### src/hdl/assert_macros.svh
// assertion macros for the rtl of the signal hit table
// no dependencies; included by files that carry assertions
`ifndef ASSERT_MACROS_SVH
`define ASSERT_MACROS_SVH
`ifndef NO_ASSERTIONS
`define SHT_ASSERT_IMP(label, clk, rst_n, a, b) \
	label: assert property (@(posedge clk) disable iff (!rst_n) (a) |-> (b)) \
		else $error("assertion failed");
`define SHT_ASSERT_NEXT(label, clk, rst_n, a, b) \
	label: assert property (@(posedge clk) disable iff (!rst_n) (a) |=> (b)) \
		else $error("assertion failed");
`else
`define SHT_ASSERT_IMP(label, clk, rst_n, a, b)
`define SHT_ASSERT_NEXT(label, clk, rst_n, a, b)
`endif
`endif

### src/hdl/sht_pkg.sv
// types and constants of the signal hit table
// no dependencies; used by every module of the block
`timescale 1ns / 1ps
`default_nettype none
package sht_pkg;
	// item kinds as they arrive on the stream
	localparam logic [2:0] KIND_UPDATE  = 3'd0;
	localparam logic [2:0] KIND_BLACK   = 3'd1;
	localparam logic [2:0] KIND_WHITE   = 3'd2;
	localparam logic [2:0] KIND_STANDBY = 3'd3;
	localparam logic [2:0] KIND_CLEAR   = 3'd4;

	localparam logic [1:0] TONE_CD = 2'd1;
	localparam logic [1:0] TONE_CT = 2'd2;
	localparam logic [7:0] NO_CODE = 8'hFF;

	// register indexes on the configuration port
	localparam logic REG_MONITOR = 1'b0;
	localparam logic REG_SCAN    = 1'b1;

	typedef enum logic [2:0] {
		OP_UPDATE, OP_BLACK, OP_WHITE, OP_STANDBY, OP_CLEAR, OP_NONE
	} op_t;

	typedef enum logic [2:0] {
		ST_IDLE, ST_SEARCH, ST_UPDATE, ST_MARK_RD, ST_MARK_WR,
		ST_SWEEP_RD, ST_SWEEP_WR, ST_FINISH
	} state_t;

	typedef struct packed {
		op_t         op;
		logic [31:0] freq;
		logic [31:0] now;
		logic        open;
		logic [15:0] rssi;
		logic        black;
		logic [1:0]  tone_kind;
		logic [7:0]  tone_code;
	} item_t;

	typedef struct packed {
		logic white;
		logic black;
		logic open;
	} flags_t;

	typedef struct packed {
		logic [31:0] freq;
		logic [31:0] last_open;
		logic [31:0] duration;
		logic [15:0] rssi;
		logic [15:0] tones;
		flags_t      flags;
	} entry_t;

	typedef struct packed {
		logic monitor_mode;
		logic scan_active;
	} cfg_t;

	typedef struct packed {
		logic        found;
		logic [5:0]  index;
		logic        open_out;
		logic [7:0]  ct_out;
		logic [7:0]  cd_out;
		logic [31:0] duration_out;
	} result_t;
endpackage
`default_nettype wire

### src/hdl/sht_front.sv
// front part: accepts items, decodes their kind and queues them two deep
// depends on sht_pkg
`timescale 1ns / 1ps
`default_nettype none
module sht_front (
	input  wire logic          clk,
	input  wire logic          arst_n,
	input  wire logic          in_valid,
	output logic               in_ready,
	input  wire logic [2:0]    in_kind,
	input  wire sht_pkg::item_t in_item,
	output logic               q_valid,
	input  wire logic          q_pop,
	output sht_pkg::item_t     q_item
);
	import sht_pkg::*;

	item_t       slot_q [2];
	logic        wr_ptr_q;
	logic        rd_ptr_q;
	logic [1:0]  fill_q;
	logic        push;
	item_t       dec;

	// classify the item kind
	always_comb begin
		dec = in_item;
		unique case (in_kind)
			KIND_UPDATE:  dec.op = OP_UPDATE;
			KIND_BLACK:   dec.op = OP_BLACK;
			KIND_WHITE:   dec.op = OP_WHITE;
			KIND_STANDBY: dec.op = OP_STANDBY;
			KIND_CLEAR:   dec.op = OP_CLEAR;
			default:      dec.op = OP_NONE;
		endcase
	end

	assign in_ready = (fill_q != 2'd2);
	assign push     = in_valid && in_ready;
	assign q_valid  = (fill_q != 2'd0);
	assign q_item   = slot_q[rd_ptr_q];

	// queue storage
	always_ff @(posedge clk) begin
		if (push) begin
			slot_q[wr_ptr_q] <= dec;
		end
	end

	// queue pointers
	always_ff @(posedge clk or negedge arst_n) begin
		if (!arst_n) begin
			wr_ptr_q <= 1'b0;
			rd_ptr_q <= 1'b0;
			fill_q   <= 2'd0;
		end else begin
			if (push) wr_ptr_q <= ~wr_ptr_q;
			if (q_pop) rd_ptr_q <= ~rd_ptr_q;
			fill_q <= fill_q + {1'b0, push} - {1'b0, q_pop};
		end
	end
endmodule
`default_nettype wire

### config.mk
export PLATFORM = sky130hd
export DESIGN_NAME = sht_front
export DESIGN_NICKNAME = d
export VERILOG_FILES = /design/src/hdl/assert_macros.svh /design/src/hdl/sht_pkg.sv /design/src/hdl/sht_front.sv
export SDC_FILE = /design/constraint.sdc
export NUM_CORES = 1
export LEC_CHECK = 0
export BUFFER_PORTS_ARGS = -buffer_cell sky130_fd_sc_hd__clkbuf_2
export CAP_MARGIN = 20
export CORE_UTILIZATION = 39
export CTS_CLUSTER_DIAMETER = 80
export CTS_CLUSTER_SIZE = 12
export DETAILED_ROUTE_END_ITERATION = 8
export GPL_ROUTABILITY_DRIVEN = 1
export PLACE_DENSITY_LB_ADDON = 0.25
export RECOVER_POWER = 50
export SLEW_MARGIN = 20
export SYNTH_ARGS = -nofsm -noshare
export SYNTH_HDL_FRONTEND = slang
export SYNTH_SLANG_ARGS = --single-unit
### constraint.sdc
create_clock -name clk -period 8.6 [get_ports clk]
set_clock_uncertainty 0.15 [all_clocks]
set_input_delay 0.86 -clock clk [delete_from_list [all_inputs] [get_ports clk]]
set_output_delay 0.86 -clock clk [all_outputs]
set_load 0.005 [all_outputs]
==> results.ini <==
[status]
status=complete, but fails checks
violations=design-rule violations, max-capacitance violations, max-slew violations

[logic_synthesis]
syn_inst=316
yosysSeqAreaShare_pct=79.85
synth_area_um2=7271
syn-num-nets=419
syn_avg_cell_area_um2=23.01
synth_edf_count=190
synth-main-ff-cell=edfxtp_1
async_reset_ff_share_pct=2.062
synth_cell_types=22
ys_seq_elements=194
yosysWarnings=0

[grt]
grt.total_usage_pct=13.75
grt_pass1_vias=3961
grt_first_pass_wirelength_um=20000
overflow=0
grt_antenna_before_repair=0
grt_max_degree=61

[clocking]
cts_root_buf=clkbuf_16
cts_buffer_depth=2
postCtsResizedCells=0
cts_made_buffers=17
cts_sinks=194
cts_tree=yes
clk_pin_slew_ns=0.07
cts_hold_buf=0
insertion_delay_ns=0.42
cts_max_level=4
postCtsSetupRepairBufs=0

[timing]
setup-violations-final=0
min_period_ns=3.643
slew_viol_final=90
fin_ws_ns=4.957
tightest_slew_ns=2.540
max-slew-margin-rel_pct=-69.31
fin_crit_sh_pct=42.36
fmax_mhz=274.5
final.setup.tns_ns=0
final_hold_viol_count=0
rsz0062_at_grt=no

[setup_path]
crit_fanout=60
crit_required_ns=7.59
startpoint_type=flip-flop
arrival_ns=2.63
worst_setup_path_end_kind=primary output
path_class=reg -> out

[floorplanning]
design.core.area_um2=18150
die_x_um=138.5
start_util_pct=40.06
ios=199
std_cell_rows=49
fp.dieH_um=138.5
die-area_um2=19190

[detailed_routing]
drc=14
vias_per_cell=4.703
drtIter0Drc=146
drt-pass1-iter-count=6
detail_route.wl_per_cell_um=16.49
routed_wl_um=12600
ant_nets=0
dr_total_vias=3593

[place]
place_congestion=0.7090
post-place-ws_ns=5.317
port_buffers=195
dpl.hpwl_um=8148
postPlaceCellArea_um2=8444

[cells_and_area]
fillCellCount=1572
utilization_pct=49.41
stdcell_area_um2=8967
syn_to_final_growth_pct=23.34
diodes=0
layout-drive-gt1-share_pct=51.40
finalNetCount=625

[power]
peakVddDrop_mv=0.1748
p_per_area_nw_per_um2=331.8
p_leak_nw=3.359

[run]
drv_cap=2

[min_path]
hp-class=in -> async

[metrics by stage]
step,hold slack [ns],power [mW],std cells
final,0.1150,2.976,764
after CTS,0.06247,3.029,764
after global routing,0.1105,3.130,764
after detailed placement,0.3912,2.236,732
after floorplan,0.3108,1.953,316
after global placement,0.3707,2.214,732
[per-layer routing]
layer | wire [µm] | vias to the layer above | part of all wire, % | GRT usage [%]
met5 | 0 | - | 0 | 0
met4 | 162 | 0 | 1.3 | 4.731
met3 | 1232 | 12 | 9.8 | 6.285
met2 | 6254 | 136 | 50 | 23.27
met1 | 4949 | 1776 | 39 | 15.32
li1 | - | 1669 | - | -
[sequential cells by signal (all words and copies together) (netlist names)]
signal	flops
fill_q	2
wr_ptr_q	1
rd_ptr_q	1
slot_q	190
[path summary, 6_finish.rpt]
path	startpoint	endpoint	slack (ns)	cells after the start
worst min register to register	fill_q[0]	fill_q[0]	0.41	1
worst max register to register	fill_q[0]	slot_q[1][15]	5.03	3
worst min-delay path	arst_n	fill_q[0]	0.11	1
min in group clk	fill_q[0]	fill_q[0]	0.41	1
worst max-delay path	rd_ptr_q	q_item[3]	4.96	3
max in group asynchronous	arst_n	rd_ptr_q	7.95	1
[placed cells by master (no fill, tap or decap), types with 3 or more instances in the layout]
master / n
buf_4: 3
clkbuf_1: 55
clkbuf_16: 17
clkbuf_2: 141
clkinv_8: 3
dfrtp_1: 3
edfxtp_1: 190
inv_6: 5
mux2_2: 55
mux2_4: 40
xnor2_1: 3
[critical path, cell delays in order (launching register included)]
cell      delay [ns]
dfrtp_4         0.85
buf_4           0.79
mux2_2          0.42
clkbuf_2        0.13
[cells in the mapped netlist (3+ instances only)]
cell type	instances	area share, %
buf_2	5	0.34
buf_12	4	1.1
dfrtp_1	4	1.4
xnor2_1	3	0.36
edfxtp_1	190	78
mux2_2	55	8.5
mux2_4	40	8.3
[cell families after synthesis]
family          count (synthesis)  synth area share [%]
simple gates                    7                0.5508
fa+ha+maj                       1                0.1721
mux                            95                 16.78
flops                         194                 79.85
xor+xnor                        4                0.4819
compound gates                  3                0.3097
buf+inv                        12                 1.858
[where the power goes]
group          leakage (nW)  internal [mW]  switching, mW  total [mW]
Clock                 0.287          0.415          0.371       0.786
Combinational          1.26          0.425          0.370       0.796
Sequential             1.81           1.30         0.0937        1.39
[area by class of cell]
cell class                 count  area [µm²]  share of cell area, %
sequential                   194        5809                  64.78
multi-input combinational    110        1338                  14.92
timing repair buffer         199       934.6                  10.42
clock buffer                  17       425.4                  4.744
tap                          229       286.5                  3.195
clock inverter                15       173.9                  1.939
(Power assumes the default switching activity.)
